<file path="src/erb_pkg.sv">
// shared types and constants for the expanded roi bounding box block
`default_nettype none

package erb_pkg;

   // fixed point and field widths
   localparam int FRAC_BITS = 4;
   localparam int COORD_W   = 20;
   localparam int DIM_W     = 13;
   localparam int SIZE_W    = COORD_W;
   localparam int EXP_W     = SIZE_W + 2;
   localparam int EDGE_W    = COORD_W + 4;
   localparam int CLIP_W    = EDGE_W + 1;

   // queue depths, powers of two
   localparam int FQ_DEPTH  = 2;
   localparam int FQ_PTR_W  = $clog2(FQ_DEPTH);
   localparam int FQ_CNT_W  = $clog2(FQ_DEPTH + 1);
   localparam int RQ_DEPTH  = 4;
   localparam int RQ_PTR_W  = $clog2(RQ_DEPTH);
   localparam int RQ_CNT_W  = $clog2(RQ_DEPTH + 1);

   // configuration port
   localparam int CSR_IDX_W = 1;
   localparam logic [CSR_IDX_W-1:0] CSR_IMAGE_WIDTH  = 1'd0;
   localparam logic [CSR_IDX_W-1:0] CSR_IMAGE_HEIGHT = 1'd1;

   typedef struct packed {
      logic signed [COORD_W-1:0] corner0_x;
      logic signed [COORD_W-1:0] corner0_y;
      logic signed [COORD_W-1:0] corner1_x;
      logic signed [COORD_W-1:0] corner1_y;
      logic signed [COORD_W-1:0] corner2_x;
      logic signed [COORD_W-1:0] corner2_y;
      logic signed [COORD_W-1:0] corner3_x;
      logic signed [COORD_W-1:0] corner3_y;
      logic                      last_quad;
   } req_type;

   typedef struct packed {
      logic             roi_valid;
      logic [DIM_W-1:0] roi_x;
      logic [DIM_W-1:0] roi_y;
      logic [DIM_W-1:0] roi_width;
      logic [DIM_W-1:0] roi_height;
   } rsp_type;

   // box of one quad, as handed from front to back
   typedef struct packed {
      logic signed [COORD_W-1:0] min_x;
      logic signed [COORD_W-1:0] max_x;
      logic signed [COORD_W-1:0] min_y;
      logic signed [COORD_W-1:0] max_y;
      logic                      last;
   } quad_type;

   typedef struct packed {
      logic     valid;
      quad_type quad;
   } link_type;

   typedef struct packed {
      logic [DIM_W-1:0] image_width;
      logic [DIM_W-1:0] image_height;
   } cfg_type;

endpackage

`default_nettype wire

</file>
<file path="src/erb_front.sv">
// front end: accepts quads, reduces four corners to a box, short queue to the back end
`default_nettype none

module erb_front (
   input  wire logic              clock,
   input  wire logic              reset,
   input  wire logic              req_push,
   output logic                   req_full,
   input  wire erb_pkg::req_type  req_data,
   output erb_pkg::link_type      link,
   input  wire logic              link_ready
);

   erb_pkg::quad_type             quad_in;
   erb_pkg::quad_type             mem_ff [erb_pkg::FQ_DEPTH];
   logic [erb_pkg::FQ_PTR_W-1:0]  wr_ptr_ff, wr_ptr_in;
   logic [erb_pkg::FQ_PTR_W-1:0]  rd_ptr_ff, rd_ptr_in;
   logic [erb_pkg::FQ_CNT_W-1:0]  count_ff, count_in;
   logic                          do_push;
   logic                          do_pop;
   logic signed [erb_pkg::COORD_W-1:0] xs [4];
   logic signed [erb_pkg::COORD_W-1:0] ys [4];

   // min and max over the four corners
   always_comb begin
      xs[0] = req_data.corner0_x;
      ys[0] = req_data.corner0_y;
      xs[1] = req_data.corner1_x;
      ys[1] = req_data.corner1_y;
      xs[2] = req_data.corner2_x;
      ys[2] = req_data.corner2_y;
      xs[3] = req_data.corner3_x;
      ys[3] = req_data.corner3_y;
      quad_in.min_x = xs[0];
      quad_in.max_x = xs[0];
      quad_in.min_y = ys[0];
      quad_in.max_y = ys[0];
      quad_in.last  = req_data.last_quad;
      for (int i = 1; i < 4; i++) begin
         if (xs[i] < quad_in.min_x) quad_in.min_x = xs[i];
         if (xs[i] > quad_in.max_x) quad_in.max_x = xs[i];
         if (ys[i] < quad_in.min_y) quad_in.min_y = ys[i];
         if (ys[i] > quad_in.max_y) quad_in.max_y = ys[i];
      end
   end

   // queue control
   always_comb begin
      req_full   = (count_ff == erb_pkg::FQ_CNT_W'(erb_pkg::FQ_DEPTH));
      do_push    = req_push && !req_full;
      link.valid = (count_ff != '0);
      link.quad  = mem_ff[rd_ptr_ff];
      do_pop     = link.valid && link_ready;
      wr_ptr_in  = do_push ? wr_ptr_ff + 1'b1 : wr_ptr_ff;
      rd_ptr_in  = do_pop ? rd_ptr_ff + 1'b1 : rd_ptr_ff;
      count_in   = count_ff;
      if (do_push && !do_pop) count_in = count_ff + erb_pkg::FQ_CNT_W'(1);
      if (!do_push && do_pop) count_in = count_ff - erb_pkg::FQ_CNT_W'(1);
   end

   always_ff @(posedge clock) begin
      if (reset) begin
         wr_ptr_ff <= '0;
         rd_ptr_ff <= '0;
         count_ff  <= '0;
      end else begin
         wr_ptr_ff <= wr_ptr_in;
         rd_ptr_ff <= rd_ptr_in;
         count_ff  <= count_in;
      end
   end

   // queue storage
   always_ff @(posedge clock) begin
      if (do_push) begin
         mem_ff[wr_ptr_ff] <= quad_in;
      end
   end

endmodule

`default_nettype wire

</file>
<file path="src/erb_back.sv">
// back end: running box, expansion, pixel rounding, clipping and result queue
`default_nettype none

module erb_back (
   input  wire logic              clock,
   input  wire logic              reset,
   input  wire erb_pkg::link_type link,
   output logic                   link_ready,
   input  wire erb_pkg::cfg_type  cfg,
   output logic                   rsp_empty,
   input  wire logic              rsp_pop,
   output erb_pkg::rsp_type       rsp_data
);

   localparam int CW = erb_pkg::COORD_W;
   localparam int SW = erb_pkg::SIZE_W;
   localparam int XW = erb_pkg::EXP_W;
   localparam int EW = erb_pkg::EDGE_W;
   localparam int KW = erb_pkg::CLIP_W;
   localparam int DW = erb_pkg::DIM_W;
   localparam logic [EW-1:0] ROUND_UP = EW'((1 << erb_pkg::FRAC_BITS) - 1);

   // running state
   logic                 first_ff, first_in;
   logic signed [CW-1:0] run_min_x_ff, run_min_x_in;
   logic signed [CW-1:0] run_max_x_ff, run_max_x_in;
   logic signed [CW-1:0] run_min_y_ff, run_min_y_in;
   logic signed [CW-1:0] run_max_y_ff, run_max_y_in;
   logic [SW-1:0]        big_w_ff, big_w_in;
   logic [SW-1:0]        big_h_ff, big_h_in;
   logic [SW-1:0]        big_w_next, big_h_next;
   logic signed [CW:0]   quad_w, quad_h;
   logic                 take;

   // finish stage: merged box of the run
   logic                 fin_v_ff, fin_v_in;
   logic signed [CW-1:0] fin_min_x_ff, fin_max_x_ff, fin_min_y_ff, fin_max_y_ff;
   logic [SW-1:0]        fin_w_ff, fin_h_ff;

   // edge stage: pixel edges before clipping
   logic                 edge_v_ff, edge_v_in;
   logic signed [EW-1:0] left_ff, right_ff, top_ff, bottom_ff;
   logic signed [EW-1:0] left_in, right_in, top_in, bottom_in;
   logic [XW-1:0]        exp_w, exp_h;

   // clipping
   logic signed [EW-1:0] x0, y0, x1, y1, img_w, img_h;
   logic signed [KW-1:0] clip_w, clip_h;
   erb_pkg::rsp_type     rsp_in;

   // result queue
   erb_pkg::rsp_type             rq_mem_ff [erb_pkg::RQ_DEPTH];
   logic [erb_pkg::RQ_PTR_W-1:0] rq_wr_ff, rq_wr_in, rq_rd_ff, rq_rd_in;
   logic [erb_pkg::RQ_CNT_W-1:0] rq_count_ff, rq_count_in;
   logic [erb_pkg::RQ_CNT_W:0]   committed;
   logic                         rq_push, rq_pop;

   // a last quad is taken only when the result queue has room for all in flight
   always_comb begin
      committed = (erb_pkg::RQ_CNT_W + 1)'(rq_count_ff)
                + (erb_pkg::RQ_CNT_W + 1)'(fin_v_ff)
                + (erb_pkg::RQ_CNT_W + 1)'(edge_v_ff);
      link_ready = !link.quad.last
                || (committed < (erb_pkg::RQ_CNT_W + 1)'(erb_pkg::RQ_DEPTH));
      take = link.valid && link_ready;
   end

   // merge the quad into the running box
   always_comb begin
      quad_w = $signed({link.quad.max_x[CW-1], link.quad.max_x})
             - $signed({link.quad.min_x[CW-1], link.quad.min_x});
      quad_h = $signed({link.quad.max_y[CW-1], link.quad.max_y})
             - $signed({link.quad.min_y[CW-1], link.quad.min_y});
      big_w_next = (quad_w[SW-1:0] > big_w_ff) ? quad_w[SW-1:0] : big_w_ff;
      big_h_next = (quad_h[SW-1:0] > big_h_ff) ? quad_h[SW-1:0] : big_h_ff;
      if (first_ff) begin
         run_min_x_in = link.quad.min_x;
         run_max_x_in = link.quad.max_x;
         run_min_y_in = link.quad.min_y;
         run_max_y_in = link.quad.max_y;
      end else begin
         run_min_x_in = (link.quad.min_x < run_min_x_ff) ? link.quad.min_x : run_min_x_ff;
         run_max_x_in = (link.quad.max_x > run_max_x_ff) ? link.quad.max_x : run_max_x_ff;
         run_min_y_in = (link.quad.min_y < run_min_y_ff) ? link.quad.min_y : run_min_y_ff;
         run_max_y_in = (link.quad.max_y > run_max_y_ff) ? link.quad.max_y : run_max_y_ff;
      end
      first_in = first_ff;
      big_w_in = big_w_ff;
      big_h_in = big_h_ff;
      if (take) begin
         first_in = link.quad.last;
         big_w_in = link.quad.last ? '0 : big_w_next;
         big_h_in = link.quad.last ? '0 : big_h_next;
      end
      fin_v_in = take && link.quad.last;
   end

   always_ff @(posedge clock) begin
      if (reset) begin
         first_ff     <= 1'b1;
         run_min_x_ff <= '0;
         run_max_x_ff <= '0;
         run_min_y_ff <= '0;
         run_max_y_ff <= '0;
         big_w_ff     <= '0;
         big_h_ff     <= '0;
         fin_v_ff     <= 1'b0;
      end else begin
         first_ff <= first_in;
         big_w_ff <= big_w_in;
         big_h_ff <= big_h_in;
         fin_v_ff <= fin_v_in;
         if (take) begin
            run_min_x_ff <= run_min_x_in;
            run_max_x_ff <= run_max_x_in;
            run_min_y_ff <= run_min_y_in;
            run_max_y_ff <= run_max_y_in;
         end
      end
   end

   // finish stage payload
   always_ff @(posedge clock) begin
      if (fin_v_in) begin
         fin_min_x_ff <= run_min_x_in;
         fin_max_x_ff <= run_max_x_in;
         fin_min_y_ff <= run_min_y_in;
         fin_max_y_ff <= run_max_y_in;
         fin_w_ff     <= big_w_next;
         fin_h_ff     <= big_h_next;
      end
   end

   // expand by four sizes, floor left/top, ceil right/bottom
   always_comb begin
      exp_w = {fin_w_ff, 2'b00};
      exp_h = {fin_h_ff, 2'b00};
      left_in   = ($signed({{(EW-CW){fin_min_x_ff[CW-1]}}, fin_min_x_ff})
                - $signed({{(EW-XW){1'b0}}, exp_w})) >>> erb_pkg::FRAC_BITS;
      top_in    = ($signed({{(EW-CW){fin_min_y_ff[CW-1]}}, fin_min_y_ff})
                - $signed({{(EW-XW){1'b0}}, exp_h})) >>> erb_pkg::FRAC_BITS;
      right_in  = ($signed({{(EW-CW){fin_max_x_ff[CW-1]}}, fin_max_x_ff})
                + $signed({{(EW-XW){1'b0}}, exp_w}) + $signed(ROUND_UP))
                >>> erb_pkg::FRAC_BITS;
      bottom_in = ($signed({{(EW-CW){fin_max_y_ff[CW-1]}}, fin_max_y_ff})
                + $signed({{(EW-XW){1'b0}}, exp_h}) + $signed(ROUND_UP))
                >>> erb_pkg::FRAC_BITS;
      edge_v_in = fin_v_ff;
   end

   always_ff @(posedge clock) begin
      if (reset) begin
         edge_v_ff <= 1'b0;
      end else begin
         edge_v_ff <= edge_v_in;
      end
   end

   always_ff @(posedge clock) begin
      if (fin_v_ff) begin
         left_ff   <= left_in;
         right_ff  <= right_in;
         top_ff    <= top_in;
         bottom_ff <= bottom_in;
      end
   end

   // intersect with the image rectangle
   always_comb begin
      img_w  = $signed({{(EW-DW){1'b0}}, cfg.image_width});
      img_h  = $signed({{(EW-DW){1'b0}}, cfg.image_height});
      x0     = left_ff[EW-1] ? '0 : left_ff;
      y0     = top_ff[EW-1] ? '0 : top_ff;
      x1     = (right_ff < img_w) ? right_ff : img_w;
      y1     = (bottom_ff < img_h) ? bottom_ff : img_h;
      clip_w = $signed({x1[EW-1], x1}) - $signed({x0[EW-1], x0});
      clip_h = $signed({y1[EW-1], y1}) - $signed({y0[EW-1], y0});
      if ((clip_w > 0) && (clip_h > 0)) begin
         rsp_in.roi_valid  = 1'b1;
         rsp_in.roi_x      = x0[DW-1:0];
         rsp_in.roi_y      = y0[DW-1:0];
         rsp_in.roi_width  = clip_w[DW-1:0];
         rsp_in.roi_height = clip_h[DW-1:0];
      end else begin
         rsp_in = '0;
      end
   end

   // result queue control
   always_comb begin
      rsp_empty = (rq_count_ff == '0);
      rsp_data  = rq_mem_ff[rq_rd_ff];
      rq_push   = edge_v_ff;
      rq_pop    = rsp_pop && !rsp_empty;
      rq_wr_in  = rq_push ? rq_wr_ff + erb_pkg::RQ_PTR_W'(1) : rq_wr_ff;
      rq_rd_in  = rq_pop ? rq_rd_ff + erb_pkg::RQ_PTR_W'(1) : rq_rd_ff;
      rq_count_in = rq_count_ff;
      if (rq_push && !rq_pop) rq_count_in = rq_count_ff + erb_pkg::RQ_CNT_W'(1);
      if (!rq_push && rq_pop) rq_count_in = rq_count_ff - erb_pkg::RQ_CNT_W'(1);
   end

   always_ff @(posedge clock) begin
      if (reset) begin
         rq_wr_ff    <= '0;
         rq_rd_ff    <= '0;
         rq_count_ff <= '0;
      end else begin
         rq_wr_ff    <= rq_wr_in;
         rq_rd_ff    <= rq_rd_in;
         rq_count_ff <= rq_count_in;
      end
   end

   // result queue storage
   always_ff @(posedge clock) begin
      if (rq_push) begin
         rq_mem_ff[rq_wr_ff] <= rsp_in;
      end
   end

endmodule

`default_nettype wire

</file>
<file path="src/expanded_roi_bounding_box_core.sv">
// top level of the expanded roi bounding box block: config registers and the two halves
// accepts one quad request per cycle while req_full is low; an accepted request is written
// into the front queue and leaves it when the back end takes it, and its result is registered
// in turn through the two-entry front queue, the finish and edge stages and the four-entry
// result queue before it reaches the result ports; a last quad is held back only while
// queued and in-flight results would fill that queue; synchronous reset empties both
// queues and clears the run and the image size registers
`default_nettype none

module expanded_roi_bounding_box_core (
   input  wire logic                            clock,
   input  wire logic                            reset,
   input  wire logic                            req_push,
   output logic                                 req_full,
   input  wire erb_pkg::req_type                req_data,
   output logic                                 rsp_empty,
   input  wire logic                            rsp_pop,
   output erb_pkg::rsp_type                     rsp_data,
   input  wire logic                            csr_we,
   input  wire logic [erb_pkg::CSR_IDX_W-1:0]   csr_index,
   input  wire logic [erb_pkg::DIM_W-1:0]       csr_wdata
);

   erb_pkg::cfg_type  cfg_ff, cfg_in;
   erb_pkg::link_type link;
   logic              link_ready;

   // register writes
   always_comb begin
      cfg_in = cfg_ff;
      if (csr_we) begin
         case (csr_index)
            erb_pkg::CSR_IMAGE_WIDTH: begin
               cfg_in.image_width = csr_wdata;
            end
            erb_pkg::CSR_IMAGE_HEIGHT: begin
               cfg_in.image_height = csr_wdata;
            end
            default: begin
               cfg_in = cfg_ff;
            end
         endcase
      end
   end

   always_ff @(posedge clock) begin
      if (reset) begin
         cfg_ff <= '0;
      end else begin
         cfg_ff <= cfg_in;
      end
   end

   erb_front u_front (
      .clock      (clock),
      .reset      (reset),
      .req_push   (req_push),
      .req_full   (req_full),
      .req_data   (req_data),
      .link       (link),
      .link_ready (link_ready)
   );

   erb_back u_back (
      .clock      (clock),
      .reset      (reset),
      .link       (link),
      .link_ready (link_ready),
      .cfg        (cfg_ff),
      .rsp_empty  (rsp_empty),
      .rsp_pop    (rsp_pop),
      .rsp_data   (rsp_data)
   );

endmodule

`default_nettype wire

</file>
<file path="config.mk">
export PLATFORM = sky130hd
export DESIGN_NAME = expanded_roi_bounding_box_core
export DESIGN_NICKNAME = d
export VERILOG_FILES = /design/src/erb_pkg.sv /design/src/erb_front.sv /design/src/erb_back.sv /design/src/expanded_roi_bounding_box_core.sv
export SDC_FILE = /design/constraint.sdc
export NUM_CORES = 2
export LEC_CHECK = 0
export BUFFER_PORTS_ARGS = -buffer_cell sky130_fd_sc_hd__buf_4
export CAP_MARGIN = 20
export CORE_AREA = 8 8 214 420
export DETAILED_ROUTE_END_ITERATION = 8
export DIE_AREA = 0 0 222 428
export PLACE_DENSITY = 0.72
export SYNTH_ARGS = -nofsm -noshare
export SYNTH_HDL_FRONTEND = slang
export SYNTH_SLANG_ARGS = --single-unit
export TNS_END_PERCENT = 20
</file>
<file path="constraint.sdc">
create_clock -name clock -period 9 [get_ports clock]
set_input_delay 0.9 -clock clock [delete_from_list [all_inputs] [get_ports clock]]
set_output_delay 0.9 -clock clock [all_outputs]
set_load 0.02 [all_outputs]
</file>
-- Yosys cells after proc, flatten, opt, wreduce, memory -nomap -nowiden
Memory sizes are Yosys's and may differ from the RTL's. A register that Yosys moved wholly into a read port is not among the register bits.
Index checks and enable logic that the tools add are counted.
- bitwise operators: 1
- mux-type cells: 41
- equal/unequal tests: 1
- reduce and logical (&&, ||, !) cells: 23
- magnitude comparators: 23
- add/subtract/negate cells: 20
- operator list (kind ; number):
    $mux 20 ; 24
    $gt 20x20->1 ; 10
    $lt 20x20->1 ; 8
    $mux 53 ; 1
    $gt 25x1->1 const B ; 2
    $sub 24x24->25 ; 2
    $add 20x23->24 ; 2
    $add 24x5->24 const B ; 2
    $mux 24 ; 2
    $sub 20x23->24 ; 2
    $mux 23 ; 2
    $lt 20x14->1 ; 2
    $sub 20x20->20 ; 2
    $logic_and 1x1->1 ; 9
    $mux 2 ; 4
    $logic_not 1->1 ; 7
    $add 2x1->2 const B ; 3
    $mux 1 ; 6
    $mux 3 ; 2
    $reduce_bool 2->1 ; 3
    $add 3x1->4 ; 1
    $add 4x1->4 ; 1
    $lt 4x3->1 const B ; 1
    $reduce_and 2->1 ; 2
    8 further kinds ; 9
- output and inout bits: 55
- bits in registers: 360
- memories kept: 2
- input port bits: 180
- word-level logic and storage cells: 138
- bits in writable memories: 374
- memory list (name ; words ; width ; read ports ; clocked after memory_dff ; wr ports ; RTL line ; text):
    u_back.rq_mem_ff ; 4 ; 53 ; 1 ; 1 ; 1 ; erb_back.sv:52 ; erb_pkg::rsp_type rq_mem_ff [erb_pkg::RQ_DEPTH];
    u_front.mem_ff ; 2 ; 81 ; 1 ; 1 ; 1 ; erb_front.sv:15 ; erb_pkg::quad_type mem_ff [erb_pkg::FQ_DEPTH];

-- Logic depth before layout (Yosys ltp)
- word-level depth: 9
- gate-level depth with buffers: 39
- gate-level depth less buffers: 34

-- By module
From an unflattened synthesis, not the netlist that was laid out.
- cell total of the unflattened synthesis: 4221
- area, all modules: 46326.9 sq um
- modules (own cells, without submodules) (module ; seq. area each (sq um) ; area each (sq um) ; times used ; cells an instance):
    erb_back ; 14894.3 ; 31351.3 ; 1 ; 2839
    erb_front ; 4964.8 ; 13858.3 ; 1 ; 1281
    expanded_roi_bounding_box_core ; 520.5 ; 1117.3 ; 1 ; 101

-- Worst setup path after synthesis
Ideal clock, no wire load.
- path kind: input to register
- start: input port req_data[148] (netlist name)
- end: memory u_front.mem_ff[0][41] (netlist name) (data pin)
- data required time: 8.738 ns
- setup time: 0.262 ns
- setup slack: 0.728 ns
- arrival time: 8.010 ns
- buffers on the path: 4
- cell stages on the path: 37
- path through: inv_1 ha_1 a21oi_1 o21ai_0 a221o_1 a2111o_1 xor2_1 a21o_1 buf_1 clkbuf_1 mux2_2 inv_1 ha_1 a21o_1 a21oi_1 nor2b_1 o21ai_0 nand2b_1 a21oi_1 o221ai_1 nor2b_1 a211oi_2 buf_6 mux2_2 ha_1 a21o_1 a21o_1 a21o_1 a21oi_1 nor2b_1 o21ai_0 nand2b_1 a21oi_1 o31ai_1 a31oi_1 clkbuf_1 mux2_2
- RTL lines (item ; RTL line ; text):
    start, declared ; expanded_roi_bounding_box_core.sv:15 ; input wire erb_pkg::req_type req_data,
    end, declared ; erb_front.sv:15 ;

==> results.md <==
- Status: completed
- Die height: approximately 430 um
- Avg Cell Area, Syn: 10.8 um^2
- Die area: approximately 0.095 mm^2
- Post-synth top area share: 0.373
- Worst-Margin Slew: 1.07 ns
- Share of flip-flops with an asynchronous set or reset: 0
- Critical Path End Type: flip-flop
- Mapped Cells: between 4000 and 5000
- HP Start: req_data[0]
- Row cnt: about 150
- First-pass GRT wire length: 168000 um
- DP HPWL: ~83000 um
- Post-CTS Setup Bufs: 0
- Min-delay worst type: input port to flip-flop
- Crit. Startpoint: req_data[160]
- Clock Latency Late Sink: 0.64 ns
- Post-synth EDFFs: 570
- Drt initial violations: about 1500
- CTS tree: done
- DR vias/cell: 5.72
- Synth Net Count: 4964
- Starting Density: 0.543
- Core area: 0.0845 mm^2
- DRC viols: 0
- PostCTS Resize Cnt: 0
- Drt first pass iters: 5
- Cell taking the most area after synthesis: edfxtp_1
- Share of layout cells above drive strength 1: 0.156
- Power Dens Cells: 372 mW/mm^2
- CP arrival: 8.91 ns
- Mapped Area: about 0.046 mm^2
- Final hold vios: 0
- Setup TNS: 0 ns
- Yosys warning count: 0
- Total length of routed wires: 105000 um
- Max stage delay on crit path: 0.65 ns
- Cts hold-fix bufs: 0
- Synth Flop Type: edfxtp_1
- Layout area overhead: 11.6%
- Clk_skew: around 0.030 ns
- Boundary Pins: 235
- Unrepaired setup endpoints after global routing: false
- Period Utilization, post-route: 0.939
- Grt ovf: 0
- Max-cap violation count: 0
- Final #Nets: approximately 5200
- CP max stage cell: a31oi_2
- Die X: 222 um
- Place WS: -0.0935 ns
- Peak supply drop: 274 uV
- Clk sinks: 733
- Slew HR: 0.289
- Port Buffer Count: 234
- Routability Congestion: slightly above 0.9
- Sequential fraction of the synthesis area: 0.444
- Seq cells post-synth: 733
- Total number of vias: about 32000
- Final WS setup: roughly 0.55 ns
- Total GRT Usage: 0.216
- Top reg by flops: u_back.rq_mem_ff
- Setup CP Type: input port to flip-flop
- Top post-synthesis cells by area: edfxtp_1, ha_1, dfxtp_1
- CTS H-tree depth: 2
- Leak Pwr: ~21 nW
- Total CTS buffers: 60
- Most common library cells after synthesis: edfxtp_1, ha_1, inv_1
- Biggest regs: u_back.rq_mem_ff (212), u_front.mem_ff (162), cfg_ff (26)
- CTS Buffer Depth: 3
- Netlist cell types: a little under 80
- CTS Root Cell: clkbuf_16
- DRT antenna net count: 0
- Most numerous cell in the Yosys netlist: edfxtp_1
- Hold Worst Slack: roughly 0.45 ns
- Vias in the first global route: 32800
- Largest net degree at the start of global routing: just over 80
- CP required: between 9 and 10 ns
- DR WL/cell: roughly 19 um
- Crit path launch type: input port
- Largest register FFs: 212
- Critical R2R Launch: u_back.right_ff[1]
- Clock-pin slew on the worst setup and hold paths: 0.07 ns
- Min Tclk post-route: around 8.4 ns
- Final setup violating endpoints: 0
- Maximum fanout along the worst path: 14
- Antenna violations before repair: 0
- Diodes inserted: 0
- Final slew viol count: 0
- Max Freq: 118 MHz
## final timing paths
path / to / slack [ns] / cells after the start
min reg2reg: u_back.big_w_ff[18] / 0.47 / 2
max: u_front.mem_ff[0][54] / 0.55 / 36
min: u_front.mem_ff[1][0] / 0.45 / 1
max reg2reg: u_back.rq_mem_ff[3][5] / 0.86 / 29
## metal layers
metal	track usage	wire length [um]	vias to the layer above	part of all wire
li1	-	-	15900	-
met2	0.417	56000	667	0.53
met1	0.229	39800	15100	0.38
met3	0.0215	3240	235	0.031
met5	0	0	-	0
met4	0.108	5650	0	0.054
## power by group
group | leakage, nW | internal (mW) | switching [mW]
Clock | 1.00 | 1.53 | 1.27
Combinational | 13.6 | 4.67 | 6.10
Sequential | 6.54 | 5.08 | 0.398
Total | 21.2 | 11.3 | 7.76
## metrics by stage
| step | std cells | power, mW | utilization | cell area (um^2) |
|---|---|---|---|---|
| floorplan | 4238 | 13.5 | - | 45900 |
| global placement | 5467 | 16.0 | 0.581 | 49100 |
| detailed placement | 5467 | 16.2 | 0.581 | 49100 |
| CTS | 5580 | 19.2 | 0.606 | 51200 |
| global route | 5582 | 20.6 | 0.606 | 51200 |
| finish | 5582 | 19.0 | 0.606 | 51200 |
## layout make-up
class                   count  area [um^2]
inverters                 420         1580
well taps                1071         1340
clock buffers              66         1550
multi-input cells        2952        23500
repair buffers            293         2270
clock inverters            47          558
fillers                  6916        33300
flip-flops and latches    733        20400
## critical path, delay by kind of cell
family	cells	cell delay, ns
buf+inv	6	1.02
xor+xnor	1	0.17
compound gates	16	3.55
mux	3	0.95
simple gates	7	1.31
fa+ha+maj	3	0.95
## cells in the final DEF, fill, tap and decap left out, types with 23 or more instances in the layout
cell,synthesis,layout
ha_1,541,541
o21ai_0,118,118
mux2_2,185,185
or3_1,33,33
inv_1,420,419
a21o_1,138,138
nand2_1,182,182
a211oi_1,55,55
o21a_1,48,48
xnor2_1,77,75
edfxtp_1,570,570
mux4_2,53,53
xor2_1,35,34
buf_4,0,287
a31o_2,23,23
nor2_1,363,361
nor2b_1,73,71
nor3_1,50,50
nand2b_1,81,81
nand3_1,63,63
mux2i_1,193,192
clkbuf_16,0,61
dfxtp_1,163,159
nand4_1,58,58
a21oi_1,312,312
## logic make-up (layout without fill, tap and decap cells)
group,Yosys count,in the layout,synth area share
buffers and inverters,553,826,0.0458
flip-flops,733,733,0.444
AO/OA/AOI/OAI,844,844,0.117
XOR/XNOR,112,112,0.0214
AND/OR/NAND/NOR,1017,1017,0.108
multiplexers,432,432,0.114
adder cells (fa/ha/maj),547,547,0.150
(Power assumes the default switching activity.)
